--- config.mk ---
export PLATFORM = sky130hd
export DESIGN_NAME = brhf_dp
export DESIGN_NICKNAME = d
export VERILOG_FILES = /design/src/rtl/brhf_pkg.sv /design/src/rtl/brhf_div.sv /design/src/rtl/brhf_dp.sv
export SDC_FILE = /design/constraint.sdc
export NUM_CORES = 2
export LEC_CHECK = 0
export ABC_AREA = 1
export BUFFER_PORTS_ARGS = -buffer_cell sky130_fd_sc_hd__buf_2
export CAP_MARGIN = 20
export CELL_PAD_IN_SITES_DETAIL_PLACEMENT = 1
export CELL_PAD_IN_SITES_GLOBAL_PLACEMENT = 2
export CORE_UTILIZATION = 38
export DETAILED_ROUTE_END_ITERATION = 7
export GPL_ROUTABILITY_DRIVEN = 0
export PLACE_DENSITY = 0.8
export SLEW_MARGIN = 20
export SYNTH_ARGS = -nofsm -noshare
export SYNTH_HDL_FRONTEND = slang
export SYNTH_SLANG_ARGS = --single-unit
--- constraint.sdc ---
create_clock -name clk -period 7.3 [get_ports clk]
set_input_delay 0.365 -clock clk [delete_from_list [all_inputs] [get_ports clk]]
set_output_delay 0.365 -clock clk [all_outputs]
set_load 0.05 [all_outputs]
--- src/rtl/brhf_pkg.sv ---
package brhf_pkg;

  localparam int MAX_WINDOW    = 64;
  localparam int PRESSURE_BITS = 21;
  localparam int SLOT_W        = $clog2(MAX_WINDOW);
  localparam int FILL_W        = $clog2(MAX_WINDOW + 1);
  localparam int WSUM_W        = 27;
  localparam int BSUM_W        = 31;
  localparam int SEEN_W        = 10;
  localparam int HEIGHT_W      = 21;
  localparam int WSIZE_W       = 7;
  localparam int BCOUNT_W      = 10;
  localparam int GAIN_W        = 24;
  localparam int LIMIT_W       = 20;
  localparam int CFG_DATA_W    = 24;
  localparam int DIFF_W        = 28;
  localparam int PROD_W        = DIFF_W + GAIN_W;
  localparam int DIV_NUM_W     = 36;
  localparam int DIV_DEN_W     = 10;
  localparam int DIV_CNT_W     = 6;

  localparam logic [WSIZE_W-1:0]  WSIZE_RST  = 7'd25;
  localparam logic [BCOUNT_W-1:0] BCOUNT_RST = 10'd50;
  localparam logic [GAIN_W-1:0]   GAIN_RST   = 24'hF60000;
  localparam logic [LIMIT_W-1:0]  LIMIT_RST  = 20'd100000;

  typedef enum logic [1:0] {
    CFG_WINDOW_SIZE    = 2'd0,
    CFG_BASELINE_COUNT = 2'd1,
    CFG_HEIGHT_GAIN    = 2'd2,
    CFG_HEIGHT_LIMIT   = 2'd3
  } brhf_cfg_idx_t;

  typedef struct packed {
    logic load;
    logic update;
    logic base_div;
    logic base_store;
    logic diff;
    logic mul;
    logic hgt_div;
    logic emit;
  } brhf_cmd_t;

  typedef struct packed {
    logic base_now;
    logic base_ready;
    logic div_done;
    logic out_free;
    logic in_range;
  } brhf_sts_t;

endpackage

--- src/rtl/brhf_div.sv ---
module brhf_div
  import brhf_pkg::*;
(
  input  logic                 clk,
  input  logic                 rst_n,
  input  logic                 start,
  input  logic [DIV_NUM_W-1:0] num,
  input  logic [DIV_DEN_W-1:0] den,
  output logic [DIV_NUM_W-1:0] quo,
  output logic                 done
);

  localparam logic [DIV_CNT_W-1:0] LAST = DIV_CNT_W'(DIV_NUM_W - 1);

  logic                 busy_r, busy_nxt;
  logic                 done_r, done_nxt;
  logic [DIV_CNT_W-1:0] cnt_r, cnt_nxt;
  logic [DIV_NUM_W-1:0] num_r, num_nxt;
  logic [DIV_DEN_W-1:0] den_r, den_nxt;
  logic [DIV_DEN_W-1:0] rem_r, rem_nxt;
  logic [DIV_DEN_W:0]   rem_sh;
  logic                 ge;

  // restoring division, one quotient bit a cycle
  assign rem_sh = {rem_r, num_r[DIV_NUM_W-1]};
  assign ge     = rem_sh >= {1'b0, den_r};

  always_comb begin
    busy_nxt = busy_r;
    done_nxt = 1'b0;
    cnt_nxt  = cnt_r;
    num_nxt  = num_r;
    den_nxt  = den_r;
    rem_nxt  = rem_r;
    if (start) begin
      busy_nxt = 1'b1;
      cnt_nxt  = '0;
      num_nxt  = num;
      den_nxt  = den;
      rem_nxt  = '0;
    end else if (busy_r) begin
      num_nxt = {num_r[DIV_NUM_W-2:0], ge};
      rem_nxt = ge ? DIV_DEN_W'(rem_sh - {1'b0, den_r}) : rem_sh[DIV_DEN_W-1:0];
      cnt_nxt = cnt_r + 1'b1;
      if (cnt_r == LAST) begin
        busy_nxt = 1'b0;
        done_nxt = 1'b1;
      end
    end
  end

  always_ff @(posedge clk) begin
    if (!rst_n) begin
      busy_r <= 1'b0;
      done_r <= 1'b0;
      cnt_r  <= '0;
    end else begin
      busy_r <= busy_nxt;
      done_r <= done_nxt;
      cnt_r  <= cnt_nxt;
    end
  end

  always_ff @(posedge clk) begin
    num_r <= num_nxt;
    den_r <= den_nxt;
    rem_r <= rem_nxt;
  end

  assign quo  = num_r;
  assign done = done_r;

endmodule

--- src/rtl/brhf_dp.sv ---
module brhf_dp
  import brhf_pkg::*;
(
  input  logic                       clk,
  input  logic                       rst_n,
  input  brhf_cmd_t                  cmd,
  output brhf_sts_t                  sts,
  input  logic [PRESSURE_BITS-1:0]   pressure,
  output logic                       out_valid,
  input  logic                       out_ready,
  output logic signed [HEIGHT_W-1:0] out_height,
  input  logic                       cfg_we,
  input  logic [1:0]                 cfg_idx,
  input  logic [CFG_DATA_W-1:0]      cfg_data
);

  // configuration
  logic [WSIZE_W-1:0]  wsize_r;
  logic [BCOUNT_W-1:0] bcount_r;
  logic [GAIN_W-1:0]   gain_r;
  logic [LIMIT_W-1:0]  limit_r;

  // window and baseline state
  logic [PRESSURE_BITS-1:0] mem [MAX_WINDOW];
  logic [PRESSURE_BITS-1:0] p_r;
  logic [PRESSURE_BITS-1:0] old_r;
  logic [SLOT_W-1:0]        slot_r;
  logic [FILL_W-1:0]        fill_r, fill_nxt;
  logic [WSUM_W-1:0]        wsum_r, wsum_nxt;
  logic [BSUM_W-1:0]        bsum_r;
  logic [SEEN_W-1:0]        seen_r;
  logic                     bready_r;
  logic [PRESSURE_BITS-1:0] bp_r;

  // height path
  logic signed [DIFF_W-1:0] diff_r;
  logic signed [PROD_W-1:0] prod_r;
  logic                     neg_r;
  logic                     oval_r;
  logic [HEIGHT_W-1:0]      ohgt_r;

  logic [FILL_W-1:0]        eff_w;
  logic [BCOUNT_W-1:0]      eff_cnt;
  logic [FILL_W:0]          fill_inc;
  logic                     drop;
  logic [WSUM_W:0]          wsum_add;
  logic [SEEN_W:0]          seen_inc;
  logic [BSUM_W:0]          base_num;
  logic [WSUM_W-1:0]        fill_bp;
  logic [PROD_W-1:0]        mag;
  logic [PROD_W-1:0]        mag_rnd;
  logic [DIV_NUM_W-1:0]     div_num;
  logic [DIV_DEN_W-1:0]     div_den;
  logic [DIV_NUM_W-1:0]     quo;
  logic                     div_done;
  logic [HEIGHT_W-1:0]      q_lo;

  always_ff @(posedge clk) begin
    if (!rst_n) begin
      wsize_r  <= WSIZE_RST;
      bcount_r <= BCOUNT_RST;
      gain_r   <= GAIN_RST;
      limit_r  <= LIMIT_RST;
    end else if (cfg_we) begin
      unique case (brhf_cfg_idx_t'(cfg_idx))
        CFG_WINDOW_SIZE:    wsize_r  <= cfg_data[WSIZE_W-1:0];
        CFG_BASELINE_COUNT: bcount_r <= cfg_data[BCOUNT_W-1:0];
        CFG_HEIGHT_GAIN:    gain_r   <= cfg_data[GAIN_W-1:0];
        CFG_HEIGHT_LIMIT:   limit_r  <= cfg_data[LIMIT_W-1:0];
      endcase
    end
  end

  always_comb begin
    if (wsize_r == '0) begin
      eff_w = FILL_W'(1);
    end else if (FILL_W'(wsize_r) > FILL_W'(MAX_WINDOW)) begin
      eff_w = FILL_W'(MAX_WINDOW);
    end else begin
      eff_w = FILL_W'(wsize_r);
    end
  end

  assign eff_cnt  = (bcount_r == '0) ? BCOUNT_W'(1) : bcount_r;
  assign fill_inc = {1'b0, fill_r} + 1'b1;
  assign drop     = fill_inc > {1'b0, eff_w};
  assign fill_nxt = drop ? fill_r : fill_inc[FILL_W-1:0];
  assign wsum_add = {1'b0, wsum_r} + (WSUM_W+1)'(p_r);
  assign wsum_nxt = WSUM_W'(wsum_add - (drop ? (WSUM_W+1)'(old_r) : '0));
  assign seen_inc = {1'b0, seen_r} + 1'b1;
  assign base_num = {1'b0, bsum_r} + (BSUM_W+1)'(p_r) + (BSUM_W+1)'(eff_cnt >> 1);
  assign fill_bp  = WSUM_W'(fill_r * bp_r);

  // memory: oldest entry read on load, new sample written on update
  always_ff @(posedge clk) begin
    if (cmd.load) begin
      p_r   <= pressure;
      old_r <= mem[SLOT_W'(slot_r - fill_r[SLOT_W-1:0])];
    end
    if (cmd.update) begin
      mem[slot_r] <= p_r;
    end
  end

  always_ff @(posedge clk) begin
    if (!rst_n) begin
      slot_r   <= '0;
      fill_r   <= '0;
      wsum_r   <= '0;
      bsum_r   <= '0;
      seen_r   <= '0;
      bready_r <= 1'b0;
      bp_r     <= '0;
    end else begin
      if (cmd.update) begin
        slot_r <= slot_r + 1'b1;
        fill_r <= fill_nxt;
        wsum_r <= wsum_nxt;
        if (!bready_r) begin
          bsum_r <= BSUM_W'({1'b0, bsum_r} + (BSUM_W+1)'(p_r));
          seen_r <= seen_inc[SEEN_W-1:0];
        end
      end
      if (cmd.base_store) begin
        bp_r     <= quo[PRESSURE_BITS-1:0];
        bready_r <= 1'b1;
      end
    end
  end

  // (window sum - fill * baseline) * gain, then magnitude with half-divisor rounding
  assign mag     = prod_r[PROD_W-1] ? PROD_W'(-prod_r) : PROD_W'(prod_r);
  assign mag_rnd = mag + (PROD_W'(fill_r) << 15);

  always_ff @(posedge clk) begin
    if (cmd.diff) begin
      diff_r <= $signed({1'b0, wsum_r}) - $signed({1'b0, fill_bp});
    end
    if (cmd.mul) begin
      prod_r <= diff_r * $signed(gain_r);
    end
    if (cmd.hgt_div) begin
      neg_r <= prod_r[PROD_W-1];
    end
  end

  always_comb begin
    if (cmd.base_div) begin
      div_num = DIV_NUM_W'(base_num);
      div_den = DIV_DEN_W'(eff_cnt);
    end else begin
      div_num = mag_rnd[DIV_NUM_W+15:16];
      div_den = DIV_DEN_W'(fill_r);
    end
  end

  brhf_div u_div (
    .clk   (clk),
    .rst_n (rst_n),
    .start (cmd.base_div | cmd.hgt_div),
    .num   (div_num),
    .den   (div_den),
    .quo   (quo),
    .done  (div_done)
  );

  assign q_lo = quo[HEIGHT_W-1:0];

  always_ff @(posedge clk) begin
    if (!rst_n) begin
      oval_r <= 1'b0;
    end else if (cmd.emit) begin
      oval_r <= 1'b1;
    end else if (out_ready) begin
      oval_r <= 1'b0;
    end
  end

  always_ff @(posedge clk) begin
    if (cmd.emit) begin
      ohgt_r <= neg_r ? HEIGHT_W'(-q_lo) : q_lo;
    end
  end

  assign out_valid  = oval_r;
  assign out_height = $signed(ohgt_r);

  assign sts.base_now   = !bready_r && (seen_inc >= (SEEN_W+1)'(eff_cnt));
  assign sts.base_ready = bready_r;
  assign sts.div_done   = div_done;
  assign sts.out_free   = !oval_r || out_ready;
  assign sts.in_range   = quo < DIV_NUM_W'(limit_r);

endmodule

## Word level (Yosys, flattened, before mapping)

Memory sizes are Yosys's and may differ from the RTL's. A register that Yosys moved wholly into a read port is not among the register bits.
Cells that the tools add are included.

| cells by class | value |
|---|---|
| $add $sub $neg | 14 |
| $mul | 2 |
| divide/modulo/power cells | 0 |
| order comparisons | 5 |
| eq/ne operators | 4 |
| shift-type cells | 0 |
| muxes and demuxes | 19 |
| bitwise operators | 5 |
| reduce and logical (&&, ||, !) cells | 17 |

Operators with widths:

| cell | count |
|---|---|
| 36-bit 2-to-1 mux | 3 |
| 52-bit by 22-bit adder with 52-bit output | 1 |
| 28-bit by 24-bit multiplier with 52-bit output | 1 |
| 52-bit 2-to-1 mux | 1 |
| 52-bit negation | 1 |
| 21-bit 2-to-1 mux | 2 |
| 36-bit by 20-bit < comparator with 1-bit output | 1 |
| 31-bit by 21-bit adder with 32-bit output | 1 |
| 32-bit by 9-bit adder with 32-bit output | 1 |
| 27-bit by 27-bit subtractor with 28-bit output | 1 |
| 27-bit by 21-bit adder with 27-bit output | 1 |
| 7-bit by 21-bit multiplier with 27-bit output | 1 |
| 27-bit by 21-bit subtractor with 27-bit output | 1 |
| 11-bit by 10-bit greater-or-equal comparator with 1-bit output | 2 |
| 7-bit 2-to-1 mux | 3 |
| 21-bit negation | 1 |
| 10-bit 2-to-1 mux | 2 |
| 6-bit by 1-bit adder with 6-bit output (second input constant) | 2 |
| 2-bit AND reduction | 6 |
| 10-bit by 1-bit adder with 11-bit output (second input constant) | 1 |
| 10-bit zero test | 1 |
| 10-bit subtractor | 1 |
| 7-bit by 1-bit adder with 8-bit output (second input constant) | 1 |
| 8-bit by 7-bit greater-than comparator with 1-bit output | 1 |
| other kinds (16) | 29 |

| word-level totals | value |
|---|---|
| flip-flop bits (word level) | 352 |
| latch bits | 0 |
| bits in writable memories | 1344 |
| bits in read-only memories | 0 |
| input port bits | 59 |
| output and inout bits | 27 |
| memories | 1 |

Memory list:

| name | depth | bits a word | rd ports | clocked after memory_dff | write ports | RTL line | RTL |
|---|---|---|---|---|---|---|---|
| mem | 64 | 21 | 1 | 1 | 1 | brhf_dp.sv:24 | `logic [PRESSURE_BITS-1:0] mem [MAX_WINDOW];` |

## Longest topological paths before layout

| logic depth | value |
|---|---|
| depth after elaboration | 6 |
| gate-level depth with buffers | 36 |

## Modules after synthesis

Synthesis repeated with hierarchy kept, for this count alone.

| second synthesis, totals | value |
|---|---|
| cells, all modules | 11080 |
| area total of the unflattened synthesis | 107084.0 um2 |

Modules (own cells, without submodules):

| module | instances | cells an instance | area each (um2) | seq. area each (um2) |
|---|---|---|---|---|
| brhf_dp | 1 | 10694 | 103820.8 | 47986.0 |
| brhf_div | 1 | 386 | 3263.1 | 1741.7 |

## Worst setup path before layout

No wires, ideal clock.

| timing path | value |
|---|---|
| path kind | register to register |
| start point | register gain_r[1] |
| end point | register prod_r[50] (data pin) |
| setup time | 0.265 ns |
| arrival | 6.654 ns |
| required time | 7.035 ns |
| slack | 0.381 ns |
| stages on the path, launching flop included | 24 |
| buffers on the path | 2 |
| cells stage by stage | dfxtp_1 > clkbuf_1 > clkbuf_1 > nand2_1 > inv_1 > fa_1 > fa_1 > inv_1 > fa_1 > inv_1 > fa_1 > fa_1 > fa_1 > fa_1 > ha_1 > nand2_1 > nor2_1 > inv_1 > nor4_1 > nand4_1 > nand3_1 > nand3_1 > o211ai_1 > xor2_1 |

| between the ends | value |
|---|---|
| longest elaborated chain between the ends | 1 |

Ends and longest elaborated chain:

| element | RTL line | RTL |
|---|---|---|
| start: declaration | brhf_dp.sv:20 | `logic [GAIN_W-1:0] gain_r;` |
| start signal: assignment | brhf_dp.sv:68 | `CFG_HEIGHT_GAIN: gain_r <= cfg_data[GAIN_W-1:0];` |
| 28-bit by 24-bit multiplier with 52-bit output | brhf_dp.sv:140 | `prod_r <= diff_r * $signed(gain_r);` |
| end signal: assignment | brhf_dp.sv:140 |  |
| end: declaration | brhf_dp.sv:37 | `logic signed [PROD_W-1:0] prod_r;` |

Every way passes these cells.
A chain may end at the register's enable or synchronous reset.

## Final worst setup path

| timing path | value |
|---|---|
| start point | register diff_r[19] |
| end point | register prod_r[47] (data pin) |

| between the ends | value |
|---|---|
| longest elaborated chain between the ends | 1 |

Ends and longest elaborated chain:

| element | RTL line | RTL |
|---|---|---|
| start: declaration | brhf_dp.sv:36 | `logic signed [DIFF_W-1:0] diff_r;` |
| start signal: assignment | brhf_dp.sv:137 | `diff_r <= $signed({1'b0, wsum_r}) - $signed({1'b0, fill_bp});` |
| 28-bit by 24-bit multiplier with 52-bit output | brhf_dp.sv:140 |  |

Every way passes these cells.

==> out/metrics.csv <==
stage,metric,value,unit
clocking,Worst-path clk slew,60,ps
sta,Fmax,141,MHz
hold_path,end of the worst hold path,p_r[11],
sta,final worst-path cycle share,97.1,%
grt,largest net degree at the start of global routing,169,
synth,Cell variety after synth,61,
synth,Post-synth EDFFs,1534,
critical_path,flop-to-flop setup slack,210,ps
placed_design,Cells after DPL,14400,
clocking,CTS Buffer Depth,4,
grt,gr usage total,25.0,%
sta,clk_skew,85.8,ps
status,outcome,finished clean,
critical_path,startpoint types,flop,
synth,Yosys Warn Count,0,
critical_path,crit path kind,flop to flop,
detailed_routing,Avg WL per Cell,24.1,µm
critical_path,reg-to-reg critical path endpoint,prod_r[47],
critical_path,Worst Setup End Kind,flop,
floorplan,Die Area,282000,µm²
final_layout,layout cell share with drive strength beyond 1,7.56,%
synth,Seq cells post-synth,1717,
detailed_routing,DRT Pass-1 Iters,6,
detailed_routing,overall routed net length,357000,µm
floorplan,core area,277000,µm²
final_layout,area grow syn2layout,11.9,%
clocking,total CTS buffers,193,
clocking,root buffer cell,clkbuf_16,
critical_path,WP data required,7830,ps
clocking,H-tree levels,4,
final_layout,Fillers,31000,
clocking,CTS tree,built,
detailed_routing,Avg Vias per Cell,5.41,
critical_path,Reg2Reg Depth,24,
synth,ys flop type,edfxtp_1,
detailed_routing,DRC Markers,0,
final_layout,post-route insts no fill,14800,
sta,"Slew Viols, Final",0,
floorplan,num ports,86,
sta,min Tclk post-route,7090,ps
placed_design,dpl cell area,112000,µm²
sta,Setup Viol. Count Final,0,
floorplan,height of the die,531,µm
critical_path,critical path peak fanout,13,
synth,Gate Count Post-Synth,10900,
sta,Max-slew headroom,20.0,%
placed_design,port bufs,85,
grt,global-route wire length before repair,539000,µm
clocking,Sink Count,1717,
placed_design,hpwl dp,249000,µm
synth,Async SR Flop Fraction,0,%
synth,Synth area leaders,"edfxtp_1 (43%), fa_1 (15%), inv_1 (6.4%)",
synth,Post-Syn Area,106000,µm²
detailed_routing,DR iter-0 viols,6684,
sta,worst-margin pin slew,1200,ps
critical_path,CP Data Arrival Time,7620,ps
clocking,worst skew pair latency,880,ps
hold_path,worst hold path type,primary input to flop,
final_layout,fin area,119000,µm²
sta,unrepaired setup endpoints after global routing,no,
detailed_routing,Routed Antenna Nets,0,
sta,final hold vios,0,
synth,leading area contributor after synthesis,edfxtp_1,
final_layout,NumNets Final,12200,
final_layout,"commonest non-fill, non-tap cell in the layout",inv_1,
final_layout,most frequent cells in the layout,"inv_1 (1802), nand2_1 (1762), edfxtp_1 (1534)",
hold_path,hold path depth,1,
synth,Synthesized Nets,12100,
synth,post-synth top area share,43.3,%
flow_run,max-cap check violation count,0,
synth,Avg Synthesized Cell Area,9.76,µm²
hold_path,hold path startpoint,cmd[7],
grt,initial antenna violation count,17,
critical_path,Crit Reg-Reg Startpoint,diff_r[19],
floorplan,Die Span X,531,µm
grt,vias in the first global route,85800,
grt,grt ovf,0,
detailed_routing,DR vias,80100,
synth,register area share after synthesis,46.7,%
floorplan,Row Count,193,
floorplan,Starting Density,38.4,%
## flip-flops by register name, indices dropped and copies added (netlist names), 21 cells and up
| name | cells |
|---|---|
| bp_r | 21 |
| bsum_r | 31 |
| diff_r | 28 |
| gain_r | 24 |
| mem | 1344 |
| old_r | 21 |
| out_height | 21 |
| p_r | 21 |
| prod_r | 52 |
| u_div.quo | 36 |
| wsum_r | 27 |
## cell families after synthesis
kind of cell / Yosys count / share of synthesized area (%)
adder cells (fa/ha/maj): 1147 / 19.2
buffers and inverters: 2382 / 8.45
AO/OA/AOI/OAI: 1895 / 10.1
XOR/XNOR: 204 / 1.68
AND/OR/NAND/NOR: 3567 / 13.8
multiplexers: 1 / 0.00940
flip-flops: 1717 / 46.7
## metrics by stage
stage	hold WS (ps)	worst slack [ps]	setup TNS [ps]	util (%)
6_report	34.4	210	0	43.0
3_5_place_dp	463	-43.0	-84.7	40.5
4_1_cts	41.3	86.6	0	42.9
2_1_floorplan	429	381	0	-
3_3_place_gp	447	-117	-117	40.5
5_1_grt	21.4	1.23	0	43.0
## cell type report
class / instances / area, µm² / area share (%)
sequential: 1717 / 49700 / 41.7
multi-input combinational: 6814 / 48300 / 40.5
inverter: 1837 / 6920 / 5.81
clock buffer: 230 / 5050 / 4.24
tap: 3705 / 4640 / 3.89
timing repair buffer: 381 / 3450 / 2.90
clock inverter: 117 / 1110 / 0.935
antenna: 4 / 10.0 / 0.00840
## synth_stat cells, types with 6 or more instances
master and n:
a211oi_1 29, a21o_1 12, a21oi_1 401, a31oi_1 74
and2_1 6, buf_1 52, buf_2 25, clkbuf_1 463
clkinv_1 10, dfxtp_1 183, edfxtp_1 1534, fa_1 815
ha_1 332, inv_1 1807, inv_2 20, nand2_1 1762
nand2_2 37, nand3_1 343, nand3_2 10, nand3b_1 11
nand4_1 63, nor2_1 1184, nor2_2 33, nor2_4 14
nor3_1 40, nor3b_1 7, nor4_1 22, o211ai_1 32
o21a_1 10, o21ai_0 927, o21ai_1 22, o21bai_1 14
o221ai_1 182, o22ai_1 166, or2_2 12, xnor2_1 66
xor2_1 138
## metal layers
layer  part of all wire, %  up-vias  track usage (%)
met4                   3.7        6             8.56
met3                   5.8      530             2.80
met1                    42    41300             33.2
met5                 0.011        -                0
met2                    49     2427             42.4
li1                      -    35900                -
## worst max path at each step
stage	end	from	slack, ps
after floorplan	prod_r[50]	gain_r[1]	380
after global placement	prod_r[46]	diff_r[7]	-120
after detailed placement	prod_r[46]	diff_r[7]	-40
after CTS	prod_r[46]	diff_r[27]	90
after global routing	prod_r[47]	diff_r[19]	1
final	prod_r[47]	diff_r[19]	210
## critical path, stage by stage (launching register included)
cell	delay [ps]
edfxtp_1	600
buf_4	290
nand2_1	80
inv_1	60
fa_1	540
inv_1	50
fa_1	470
inv_1	60
fa_1	490
fa_1	590
fa_1	440
fa_1	500
inv_1	50
fa_1	520
inv_1	60
ha_1	390
nand2_1	130
nor2_1	200
inv_1	80
nor2_1	250
and3_1	250
nand3_1	130
nand3_1	230
a21oi_1	130
xnor2_1	170
## what timing repair did
item / in CTS / in global routing
buffers inserted: 2 / 14
hold buffers: 58 / 0
hold endpoints to repair: 107 / 0
pin swaps: 0 / 1
setup endpoints to repair: 5 / 26
resized for setup: 1 / 24
Power is not shown: default switching activity piles up to over one toggle a cycle in this logic, so the estimate is an artifact.
