### src/rtl/brhf_pkg.sv
package brhf_pkg;

  localparam int MAX_WINDOW    = 64;
  localparam int PRESSURE_BITS = 21;
  localparam int SLOT_W        = $clog2(MAX_WINDOW);
  localparam int FILL_W        = $clog2(MAX_WINDOW + 1);
  localparam int WSUM_W        = 27;
  localparam int BSUM_W        = 31;
  localparam int SEEN_W        = 10;
  localparam int HEIGHT_W      = 21;
  localparam int WSIZE_W       = 7;
  localparam int BCOUNT_W      = 10;
  localparam int GAIN_W        = 24;
  localparam int LIMIT_W       = 20;
  localparam int CFG_DATA_W    = 24;
  localparam int DIFF_W        = 28;
  localparam int PROD_W        = DIFF_W + GAIN_W;
  localparam int DIV_NUM_W     = 36;
  localparam int DIV_DEN_W     = 10;
  localparam int DIV_CNT_W     = 6;

  localparam logic [WSIZE_W-1:0]  WSIZE_RST  = 7'd25;
  localparam logic [BCOUNT_W-1:0] BCOUNT_RST = 10'd50;
  localparam logic [GAIN_W-1:0]   GAIN_RST   = 24'hF60000;
  localparam logic [LIMIT_W-1:0]  LIMIT_RST  = 20'd100000;

  typedef enum logic [1:0] {
    CFG_WINDOW_SIZE    = 2'd0,
    CFG_BASELINE_COUNT = 2'd1,
    CFG_HEIGHT_GAIN    = 2'd2,
    CFG_HEIGHT_LIMIT   = 2'd3
  } brhf_cfg_idx_t;

  typedef struct packed {
    logic load;
    logic update;
    logic base_div;
    logic base_store;
    logic diff;
    logic mul;
    logic hgt_div;
    logic emit;
  } brhf_cmd_t;

  typedef struct packed {
    logic base_now;
    logic base_ready;
    logic div_done;
    logic out_free;
    logic in_range;
  } brhf_sts_t;

endpackage

### src/rtl/brhf_ctrl.sv
module brhf_ctrl
  import brhf_pkg::*;
(
  input  logic      clk,
  input  logic      rst_n,
  input  logic      in_valid,
  output logic      in_ready,
  input  brhf_sts_t sts,
  output brhf_cmd_t cmd
);

  typedef enum logic [7:0] {
    S_IDLE = 8'b0000_0001,
    S_UPD  = 8'b0000_0010,
    S_BDIV = 8'b0000_0100,
    S_DIFF = 8'b0000_1000,
    S_MUL  = 8'b0001_0000,
    S_RND  = 8'b0010_0000,
    S_HDIV = 8'b0100_0000,
    S_EMIT = 8'b1000_0000
  } state_t;

  state_t state_r, state_nxt;

  always_comb begin
    state_nxt = state_r;
    cmd       = '0;
    in_ready  = 1'b0;
    unique case (state_r)
      S_IDLE: begin
        in_ready = 1'b1;
        if (in_valid) begin
          cmd.load  = 1'b1;
          state_nxt = S_UPD;
        end
      end
      S_UPD: begin
        cmd.update = 1'b1;
        priority if (sts.base_now) begin
          cmd.base_div = 1'b1;
          state_nxt    = S_BDIV;
        end else if (sts.base_ready) begin
          state_nxt = S_DIFF;
        end else begin
          state_nxt = S_IDLE;
        end
      end
      S_BDIV: begin
        if (sts.div_done) begin
          cmd.base_store = 1'b1;
          state_nxt      = S_DIFF;
        end
      end
      S_DIFF: begin
        cmd.diff  = 1'b1;
        state_nxt = S_MUL;
      end
      S_MUL: begin
        cmd.mul   = 1'b1;
        state_nxt = S_RND;
      end
      S_RND: begin
        cmd.hgt_div = 1'b1;
        state_nxt   = S_HDIV;
      end
      S_HDIV: begin
        if (sts.div_done) begin
          state_nxt = S_EMIT;
        end
      end
      S_EMIT: begin
        priority if (!sts.in_range) begin
          state_nxt = S_IDLE;
        end else if (sts.out_free) begin
          cmd.emit  = 1'b1;
          state_nxt = S_IDLE;
        end
      end
      default: begin
        state_nxt = S_IDLE;
      end
    endcase
  end

  always_ff @(posedge clk) begin
    if (!rst_n) begin
      state_r <= S_IDLE;
    end else begin
      state_r <= state_nxt;
    end
  end

endmodule

### config.mk
export PLATFORM = sky130hd
export DESIGN_NAME = brhf_ctrl
export DESIGN_NICKNAME = d
export VERILOG_FILES = /design/src/rtl/brhf_pkg.sv /design/src/rtl/brhf_ctrl.sv
export SDC_FILE = /design/constraint.sdc
export NUM_CORES = 1
export LEC_CHECK = 0
export ABC_AREA = 1
export BUFFER_PORTS_ARGS = -buffer_cell sky130_fd_sc_hd__buf_2
export CAP_MARGIN = 20
export CORE_AREA = 2 2 42 47
export DETAILED_ROUTE_END_ITERATION = 8
export DIE_AREA = 0 0 44 49
export GPL_ROUTABILITY_DRIVEN = 0
export PLACE_DENSITY = 0.62
export SYNTH_ARGS = -nofsm -noshare
export SYNTH_HDL_FRONTEND = slang
export SYNTH_SLANG_ARGS = --single-unit
### constraint.sdc
create_clock -name clk -period 3 [get_ports clk]
set_input_delay 0.45 -clock clk [delete_from_list [all_inputs] [get_ports clk]]
set_output_delay 0.45 -clock clk [all_outputs]
set_load 0.05 [all_outputs]
**Word level (Yosys, flattened, before mapping)**

Cells that the tools add are included.

- Input port bits: 8
- Register bits after elaboration: 8
- Output and inout bits: 9
- Word-level logic and storage cells: 35

- Equal/unequal tests: 12
- Mux-type cells: 21
- Reductions and logical operators: 1

Operators with widths:

| cell | number |
|---|---|
| 8-bit case mux with 8 select lines | 1 |
| 8-bit two-way mux | 6 |
| 1-bit two-way mux | 12 |
| 8-bit by 1-bit == test with 1-bit output (second input constant) | 1 |
| 8-bit by 2-bit == test with 1-bit output (second input constant) | 1 |
| 8-bit by 3-bit == test with 1-bit output (second input constant) | 1 |
| 8-bit by 4-bit == test with 1-bit output (second input constant) | 1 |
| 8-bit by 5-bit == test with 1-bit output (second input constant) | 1 |
| 8-bit by 6-bit == test with 1-bit output (second input constant) | 1 |
| 8-bit by 7-bit == test with 1-bit output (second input constant) | 1 |
| 8-bit == test (second input constant) | 1 |
| 2-bit inequality test (second input constant) | 3 |
| 4-bit two-way mux | 1 |
| 4-bit AND reduction | 1 |
| 3-bit inequality test (second input constant) | 1 |
| 2-bit two-way mux | 1 |

**Longest topological paths before layout**

Gate-level depths: netlist (run 1).

- Word-level depth: 3
- Depth in mapped cells: 10
- Mapped depth without buffers: 10

**Least setup slack after synthesis (run 1)**

OpenSTA, ideal clock, no wires.

- Path type: flip-flop to output port
- From: register state_r[4]
- To: output cmd[7] in the netlist's numbering
- Buffers on the path: 0
- Slack: 0.921 ns
- Arrival time: 1.629 ns
- Stages on the path, launching flop included: 4
- Path through: dfxtp_1 -> nor2_2 -> nand2_4 -> nor3_1

RTL lines:

| item | line | text |
|---|---|---|
| from (decl) | brhf_ctrl.sv:23 | `state_t state_r, state_nxt;` |
| from (signal assigned) | brhf_ctrl.sv:89 | `state_r <= state_nxt;` |
| to (decl) | brhf_ctrl.sv:9 | `output brhf_cmd_t cmd` |

==> results of run 1 <==
layout make-up:
type,count,area (sq um)
Clock buffer,3,22.5
Fill cell,170,960
Inverter,21,81.3
Multi-Input combinational cell,67,395
Sequential cell,8,160
Tap cell,18,22.5
Timing Repair Buffer,16,80.1
cell families (layout without fill, tap and decap cells):
group | Yosys count | after routing
flip-flops | 8 | 8
AND/OR/NAND/NOR | 62 | 62
AO/OA/AOI/OAI | 5 | 5
buffers and inverters | 21 | 40
path summary, 6_finish.rpt:
| path | to | startpoint | cells after the start | slack, ns |
|---|---|---|---|---|
| worst max-delay path | cmd[5] | state_r[4]$_SDFFE_PN0P_ | 6 | 1.17 |
| worst min-delay path | state_r[0]$_SDFFE_PN1P_ | rst_n | 2 | 0.44 |
| worst max register to register | state_r[0]$_SDFFE_PN1P_ | state_r[1]$_SDFFE_PN0P_ | 10 | 1.81 |
| worst min register to register | state_r[4]$_SDFFE_PN0P_ | state_r[3]$_SDFFE_PN0P_ | 4 | 0.61 |
power groups by stage:
stage	registers [uW]	clock network [uW]	logic, uW
floorplan	120	0	119
global placement	121	0	148
detailed placement	120	0	147
CTS	118	84.5	148
global route	119	87.8	159
finish	118	81.9	147
layout by cell type (no fill, tap or decap), drive strengths merged:
cell    netlist  final
dfxtp         8      8
clkbuf        0      3
nor3          1      1
nand3         5      5
o21a          1      1
a21oi         3      3
o21ai         1      1
buf           0     16
nand2        33     33
inv          21     21
nand4         1      1
nor2         22     22
metal layers:
metal / vias up / global-route usage (%) / share of wire [%]
met2: 19 / 24.0 / 49
met5: - / 0 / 0
li1: 323 / - / -
met1: 261 / 15.7 / 41
met3: 5 / 3.33 / 6.4
met4: 0 / 7.58 / 2.8
worst max-delay path: cells and delay by family, from the launching register on:
family	cells	cell delay, ns
and+or+nand+nor	4	0.44
buffers and inverters	2	0.36
DFF	1	0.33
through the flow:
| stage | instances | instance area, sq um | util, % | worst slack [ns] |
|---|---|---|---|---|
| after floorplan | 96 | 637 | - | 0.921 |
| after global placement | 130 | 739 | 43.0 | 1.43 |
| after detailed placement | 130 | 739 | 43.0 | 1.44 |
| after CTS | 133 | 762 | 44.3 | 1.15 |
| after global routing | 133 | 762 | 44.3 | 1.05 |
| final | 133 | 762 | 44.3 | 1.17 |
==> flow_metrics.tcl, run 1 <==
set metrics [dict create \
    yosys.area_share.simple_pct 56.0 \
    path_class "flip-flop to output pin" \
    rsz0062_at_grt "no" \
    ys_ff_latch 8 \
    cellPowerDensity_nw_per_um2 455 \
    post_cts_buffers 0 \
    power.leakage_uw 0.000440 \
    ys.flop_type "dfxtp_1" \
    grt_pass1_wl_um 2240 \
    finalMaxSlewViolations 0 \
    grt_usage_pct 14.1 \
    initial_core_util_pct 37.0 \
    syn_to_final_growth_pct 19.6 \
    seqPwrFrac_pct 34.1 \
    clock_sinks 8 \
    cts_max_level 1 \
    ys_warn_count 0 \
    top_regs "state_r (8)" \
    syn_avg_cell_area_sq_um 6.63 \
    portBuffers 16 \
    yosysMostFrequentCell "nand2_1" \
    synth_edf_count 0 \
    via_per_inst 4.57 \
    cpPeakStageDelay_ns 0.33 \
    hold_buffers 0 \
    synth_area_leaders "dfxtp_1 25%, nand2_1 14%, nand2_4 12%" \
    fin_tns_setup_ns 0 \
    slew_headroom_pct 84.6 \
    outcome "completed" \
    synth_top_family_by_area "simple AND/OR/NAND/NOR gates" \
    drt-pass1-iter-count 4 \
    post_cts_resized 0 \
    n_antenna_cell 0 \
    route.detailed.drc 0 \
    cp.required_ns 2.55 \
    p_int_uw 202 \
    largest_reg_flops 8 \
    max-cap-violations 0 \
    switching_share_pct 41.7 \
    synth.cell_area_sq_um 637 \
    pwr-share-clk_pct 23.6 \
    synth_fa_ha_area_share_pct 0 \
    fp.dieArea_sq_um 2160 \
    synth_compound_area_share_pct 6.09 \
    numCtsBuffers 3 \
    hp-class "input pin to flip-flop" \
    end_kind "output pin" \
    tightestPinTransition_ns 0.229 \
    core_sq_um 1720 \
    synth_nets 104 \
    grt_remaining_overflow 0 \
    clock_path_buffers 2 \
    die_y_um 49 \
    timing.final.crit_share_pct 61.1 \
    skew_ns 0.00838 \
    grt_max_degree 6 \
    final_nets 125 \
    cp_max_fo 4 \
    synth_common_cells "23 x nand2_1, 17 x inv_1, 15 x nor2_1" \
    wirelength_um 1250 \
    postSynth.asyncResetShare_pct 0 \
    drt_iter0_drc 11 \
    start_kind "flip-flop" \
    yosysUniqueCellTypes 20 \
    synth.area.mux_share_pct 0 \
    synth-xor-area-share_pct 0 \
    fmax_mhz 545 \
    hold_viol_final 0 \
    yosys.area.top_type "dfxtp_1" \
    clk_pin_slew_ns 0.06 \
    setup_viol 0 \
    min_period_ns 1.83 \
    yosysSeqAreaShare_pct 25.1 \
    antenna_found_initial 0 \
    io_pins 17 \
    ant_nets 0 \
    std_cell_rows 16 \
    ir_worst_vdd_uv 306 \
    insertion_delay_ns 0.26 \
    layout-drive-gt1-share_pct 37.4 \
    tritoncts "yes" \
    grt_pass1_vias 544 \
    dr_total_vias 608 \
    p_comb_share_pct 42.3 \
    root_buffer "clkbuf_4" \
    timing.hold.ws_ns 0.437 \
    syn_inst 96 \
    power.total_uw 347 \
    critPathSlowestCell "dfxtp_1" \
    worstPathCellList "nor2_2, nand2_4, inv_4, nand2_2, nor2_1, buf_2" \
    crit_arrival_ns 1.38 \
    wire_per_inst_um 9.37 \
    hpwl_um 1100 \
    p_switching_uw 145 \
    yosysTopAreaCellShare_pct 25.1 \
    die_width_um 44 \
    top_register "state_r" \
]
(Power assumes the default switching activity.)
==> run 2, diff against run 1 <==
==> config.mk (replaced) <==
export PLATFORM = sky130hd
export DESIGN_NAME = brhf_ctrl
export DESIGN_NICKNAME = d
export VERILOG_FILES = /design/src/rtl/brhf_pkg.sv /design/src/rtl/brhf_ctrl.sv
export SDC_FILE = /design/constraint.sdc
export NUM_CORES = 1
export LEC_CHECK = 0
export ABC_AREA = 0
export BUFFER_PORTS_ARGS = -buffer_cell sky130_fd_sc_hd__buf_2
export CAP_MARGIN = 20
export CORE_AREA = 2 2 40 45
export DETAILED_ROUTE_END_ITERATION = 8
export DIE_AREA = 0 0 42 47
export GPL_ROUTABILITY_DRIVEN = 0
export PLACE_DENSITY = 0.65
export SYNTH_ARGS = -nofsm -noshare
export SYNTH_HDL_FRONTEND = slang
export SYNTH_SLANG_ARGS = --single-unit
==> constraint.sdc (replaced) <==
create_clock -name clk -period 1.5 [get_ports clk]
set_input_delay 0.225 -clock clk [delete_from_list [all_inputs] [get_ports clk]]
set_output_delay 0.225 -clock clk [all_outputs]
set_load 0.05 [all_outputs]
==> run 2 against run 1 <==
Net effect: the run now ends with setup timing left; area after synthesis shrank 10%; critical endpoint is now cmd[2]; clock power grew 110%; highest routed layer unchanged; sequential share of layout area shrank 5.5 points; power grew to 3.5 times the previous value; register-to-register slack lost 2.1 ns; cell count shrank 2.3%; synthesized cell count shrank 31%.
==> flow_metrics.tcl, run 2 <==
set metrics [dict create \
    outcome "finished with violations" \
    violations "setup timing" \
    cts_max_level 1 \
    ys_warn_count 0 \
    end_kind "output pin" \
    p_comb_share_pct 63.9 \
    wire_per_inst_um 13.9 \
    skew_ns 0.00561 \
    grt_max_degree 9 \
    finalMaxSlewViolations 0 \
    final_nets 123 \
    io_pins 17 \
    fp.dieArea_sq_um 1970 \
    postSynth.asyncResetShare_pct 0 \
    insertion_delay_ns 0.26 \
    fin_area_sq_um 1110 \
    hpwl_um 1250 \
    place_area_sq_um 836 \
    layout_common_cells "25 x buf_4, 9 x buf_6, 8 x nor2_1, 7 x buf_2, 6 x buf_8" \
    power.total_uw 1230 \
    hold_buffers 0 \
    portBuffers 16 \
    cellPowerDensity_nw_per_um2 1100 \
    drt-pass1-iter-count 4 \
    yosysUniqueCellTypes 36 \
    power.leakage_uw 0.000491 \
    ir_worst_vdd_uv 1080 \
    numCtsBuffers 3 \
    min_period_ns 1.91 \
    dr_total_vias 690 \
    final_common_cell "buf_4" \
    max-cap-violations 0 \
    slew_headroom_pct 80.4 \
    switching_share_pct 38.2 \
    fmax_mhz 524 \
    std_cell_rows 15 \
    ys_ff_latch 8 \
    initial_core_util_pct 37.7 \
    syn_to_final_growth_pct 94.5 \
    fin_ws_ns -0.410 \
    setup_viol 16 \
    tritoncts "yes" \
    grt_pass1_wl_um 3010 \
    seqPwrFrac_pct 22.4 \
    cp_max_fo 3 \
    crit_arrival_ns 1.68 \
    layout-drive-gt1-share_pct 67.3 \
    via_per_inst 5.31 \
    top_regs "state_r (8)" \
    cp.required_ns 1.27 \
    synth_edf_count 0 \
    drt_iter0_drc 17 \
    syn_avg_cell_area_sq_um 8.68 \
    syn_inst 66 \
    timing.hold.ws_ns 0.176 \
    core_sq_um 1520 \
    hp-class "input pin to flip-flop" \
    route.detailed.drc 0 \
    p_int_uw 760 \
    wirelength_um 1810 \
    start_kind "flip-flop" \
    synth.cell_area_sq_um 573 \
    grt_pass1_vias 695 \
    synth_area_leaders "dfxtp_1 28%, nor2_1 7.9%, inv_1 4.6%" \
    synth_nets 74 \
    yosysMostFrequentCell "nor2_1" \
    ant_nets 0 \
    tightestPinTransition_ns 0.290 \
    pwr-share-clk_pct 13.7 \
    clock_path_buffers 2 \
    yosys.area.top_type "dfxtp_1" \
    yosysSeqAreaShare_pct 27.9 \
    p_switching_uw 470 \
    largest_reg_flops 8 \
    die_y_um 47 \
    n_antenna_cell 0 \
    synth_common_cells "12 x nor2_1, 8 x dfxtp_1, 7 x inv_1" \
    grt_usage_pct 21.3 \
    rsz0062_at_grt "yes" \
    timing.final.crit_share_pct 127 \
    hold_viol_final 0 \
    path_class "flip-flop to output pin" \
    root_buffer "clkbuf_4" \
    clock_sinks 8 \
    clk_pin_slew_ns 0.05 \
    grt_remaining_overflow 0 \
    antenna_found_initial 0 \
    die_width_um 42 \
    ys.flop_type "dfxtp_1" \
    top_register "state_r" \
    yosysTopAreaCellShare_pct 27.9 \
]
[run 2: cell count changes in the layout (fill, tap and decap cells not counted), sizes merged, moves of 3 or more]
cell / change
nand3: -5
nor2: -10
inv: -16
buf: +31
nand2: -33
nand4b: +3
a21oi: -3
[run 2: cell families (layout without fill, tap and decap cells)]
| kind of cell | Yosys count | in the layout | synth area share [%] |
|---|---|---|---|
| AO/OA/AOI/OAI | 13 | 13 | 19.7 |
| XOR/XNOR | 4 | 4 | 6.11 |
| buffers and inverters | 10 | 57 | 10.7 |
| flip-flops | 8 | 8 | 27.9 |
| AND/OR/NAND/NOR | 31 | 31 | 35.6 |
[run 2: area by class of cell]
type | count | area (sq um)
Inverter | 7 | 33.8
Clock buffer | 3 | 22.5
Sequential cell | 8 | 173
Tap cell | 17 | 21.3
Multi-Input combinational cell | 48 | 450
Fill cell | 116 | 405
Timing Repair Buffer | 47 | 414
[run 2: repair_timing]
| action | 4_1_cts | 5_1_grt |
|---|---|---|
| gates resized for setup | 35 | 14 |
| setup endpoints to repair | 15 | 17 |
| pin swaps | 10 | 6 |
| setup buffers | 9 | 3 |
| gates cloned | 0 | 0 |
[run 2: stage by stage]
step | utilization, % | setup TNS (ns) | worst slack [ns] | cells
finish | 73.3 | -3.70 | -0.410 | 130
global route | 73.3 | -4.66 | -0.453 | 130
CTS | 68.2 | -3.33 | -0.403 | 128
detailed placement | 55.0 | -1.76 | -0.239 | 116
global placement | 55.0 | -1.55 | -0.201 | 116
floorplan | - | -1.27 | -0.282 | 66
[run 2: power by group through the flow]
stage	Combinational, uW	Sequential, uW	Clock (uW)
finish	786	276	168
global placement	573	271	0
detailed placement	588	271	0
global route	825	281	179
floorplan	383	274	0
CTS	717	268	171
[run 2: final timing paths]
| path | to | slack [ns] | start | cells after the start |
|---|---|---|---|---|
| min reg2reg | state_r[1]$_SDFFE_PN0P_ | 0.60 | state_r[1]$_SDFFE_PN0P_ | 2 |
| min | state_r[0]$_SDFFE_PN1P_ | 0.18 | rst_n | 2 |
| max | cmd[2] | -0.41 | state_r[7]$_SDFFE_PN0P_ | 5 |
| max reg2reg | state_r[5]$_SDFFE_PN0P_ | -0.27 | state_r[7]$_SDFFE_PN0P_ | 7 |
[run 2: worst max-delay path: stages, from the launching register on]
cell	delay, ns
dfxtp_1	0.31
or4_4	0.55
nor3_4	0.15
nand3b_1	0.16
clkinvlp_4	0.11
buf_8	0.14
[run 2: layer usage]
metal	GRT usage [%]	up-vias	routed length, um
li1	-	343	-
met1	23.1	321	750
met2	38.1	19	922
met3	3.08	7	65
met4	17.4	0	74
met5	0	-	0
==> run 3, diff against run 2 <==
==> constraint.sdc (replaced) <==
create_clock -name clk -period 1.5 [get_ports clk]
set_input_delay 0.225 -clock clk [delete_from_list [all_inputs] [get_ports clk]]
set_output_delay 0.225 -clock clk [all_outputs]
set_load 0.01 [all_outputs]
==> run 3 against run 2 <==
Net effect: clock-buffer cell count did not move; worst hold slack improved by 0.029 ns; the run still ends with setup timing left; via count fell by 2.6%; fmax rose by 3.1%; critical path depth fell by 1; cell count fell by 1.5%; sequential share of layout area rose by 1.5 points; cell area fell by 11%; largest cell class unchanged; register-to-register slack got worse by 0.05 ns; die area did not move.
==> flow_metrics.tcl, run 3 (same netlist as run 2, synthesis figures left out) <==
set metrics [dict create \
    tritoncts "yes" \
    placedCellCount 109 \
    dr_total_vias 672 \
    ir_worst_vdd_uv 690 \
    via_per_inst 5.25 \
    p_comb_share_pct 57.6 \
    holdCritStartpoint "rst_n" \
    violations "setup timing" \
    hp-class "input pin to flip-flop" \
    final_common_cell "buf_4" \
    pwr-share-clk_pct 16.2 \
    grt_util_met1_pct 19.3 \
    rsz0062_at_grt "yes" \
    die_y_um 47 \
    use_met3_pct 1.92 \
    drt_iter0_drc 13 \
    grt_pass1_wl_um 2590 \
    clock_sinks 8 \
    syn_to_final_growth_pct 72.5 \
    numCtsBuffers 3 \
    n_antenna_cell 0 \
    whs_path_depth 2 \
    r2r-start "state_r[7]$_SDFFE_PN0P_" \
    insertion_delay_ns 0.25 \
    switching_share_pct 32.5 \
    pre_cts_slack_ns -0.109 \
    layout_common_cells "21 x buf_4, 13 x buf_2, 12 x nor2_1, 11 x buf_6, 7 x inv_1" \
    layout-drive-gt1-share_pct 60.4 \
    io_pins 17 \
    portBuffers 16 \
    start_kind "flip-flop" \
    hold_buffers 0 \
    p_int_uw 671 \
    worst_r2r_path_depth 6 \
    drt-pass1-iter-count 4 \
    place_area_sq_um 738 \
    min_period_ns 1.85 \
    wirelength_um 1740 \
    grt_usage_pct 17.8 \
    timing.final.crit_share_pct 123 \
    end_kind "output pin" \
    initial_core_util_pct 37.7 \
    die_width_um 42 \
    clock_path_buffers 2 \
    r2r-end "state_r[7]$_SDFFE_PN0P_" \
    grt_pass1_vias 656 \
    largest_reg_flops 8 \
    finalMaxSlewViolations 0 \
    layout.cells.non_filler 128 \
    root_buffer "clkbuf_4" \
    min_to "state_r[0]$_SDFFE_PN1P_" \
    cellPowerDensity_nw_per_um2 1010 \
    route.detailed.drc 0 \
    antenna_found_initial 0 \
    grt_remaining_overflow 0 \
    fmax_mhz 540 \
    tightestPinTransition_ns 0.282 \
    power.total_uw 995 \
    fin_ws_ns -0.352 \
    seqPwrFrac_pct 26.2 \
    hpwl_um 1130 \
    ant_nets 0 \
    top_register "state_r" \
    top_regs "state_r (8)" \
    hold_viol_final 0 \
    fp.dieArea_sq_um 1970 \
    power.leakage_uw 0.000488 \
    path_class "flip-flop to output pin" \
    skew_ns 0.00247 \
    core_sq_um 1520 \
    top_usage_layer "met2" \
    met2_usage_pct 31.6 \
    grt_max_degree 8 \
    clk_pin_slew_ns 0.05 \
    r2r_setup_slack_ns -0.32 \
    slew_headroom_pct 81.2 \
    wire_per_inst_um 13.6 \
    setup_viol 16 \
    p_switching_uw 324 \
    final_nets 121 \
    outcome "finished with violations" \
    std_cell_rows 15 \
    cp_max_fo 3 \
    post-route-util_pct 65.0 \
    cts_max_level 1 \
    max-cap-violations 0 \
    crit_arrival_ns 1.63 \
    cp.required_ns 1.27 \
    fin_area_sq_um 988 \
]
-- run 3: changes by cell type in the layout (fill, tap and decap cells not counted), moves of 2 or more --
cell | before | now
nor2_4 | 3 | 0
inv_1 | 5 | 7
dfxtp_4 | 2 | 0
nor2_1 | 8 | 12
buf_8 | 6 | 0
buf_2 | 7 | 13
buf_4 | 25 | 21
clkinvlp_4 | 2 | 0
buf_6 | 9 | 11
dfxtp_2 | 4 | 6
-- run 3: critical path, stage by stage, from the launching register on --
cell and delay (ns):
dfxtp_2 0.33, or4_4 0.57, nor3_4 0.16, and3b_2 0.22, buf_6 0.10
-- run 3: what timing repair did --
action                                  CTS  global route
endpoints found under the setup margin   15            16
buffers inserted                         10             6
gates resized for setup                  16            11
pin swaps                                13             8
-- run 3: area by class of cell --
class | count | area (sq um)
sequential | 8 | 168
fill | 123 | 532
multi-input combinational | 48 | 404
timing repair buffer | 45 | 347
inverter | 7 | 26.3
tap | 17 | 21.3
clock buffer | 3 | 22.5
-- run 3: stage by stage --
stage | hold WS [ns] | setup TNS [ns]
2_1_floorplan | 0.319 | -0.537
3_5_place_dp | 0.479 | -0.500
6_report | 0.206 | -3.98
4_1_cts | 0.203 | -2.68
5_1_grt | 0.209 | -5.17
3_3_place_gp | 0.480 | -0.454
-- run 3: how the worst max path moves through the flow --
stage	from	end	slack, ns	depth (start not counted)
detailed placement	state_r[7]$_SDFFE_PN0P_	cmd[1]	-0.11	4
floorplan	state_r[2]$_SDFFE_PN0P_	state_r[7]$_SDFFE_PN0P_	-0.1	5
global placement	state_r[7]$_SDFFE_PN0P_	cmd[1]	-0.10	4
CTS	state_r[7]$_SDFFE_PN0P_	cmd[2]	-0.35	5
global route	state_r[7]$_SDFFE_PN0P_	cmd[1]	-0.41	4
finish	state_r[7]$_SDFFE_PN0P_	cmd[1]	-0.35	4
-- run 3: power by group through the flow --
| stage | Combinational (uW) | Sequential (uW) | Clock (uW) |
|---|---|---|---|
| after floorplan | 205 | 273 | 0 |
| final | 573 | 261 | 161 |
| after global placement | 398 | 256 | 0 |
| after global routing | 612 | 262 | 182 |
| after CTS | 499 | 259 | 169 |
| after detailed placement | 395 | 255 | 0 |
-- run 3: per-layer routing --
metal | wire length, um | vias up
met2 | 961 | 17
met3 | 65 | 2
li1 | - | 337
met5 | 0 | -
met1 | 698 | 316
met4 | 14 | 0
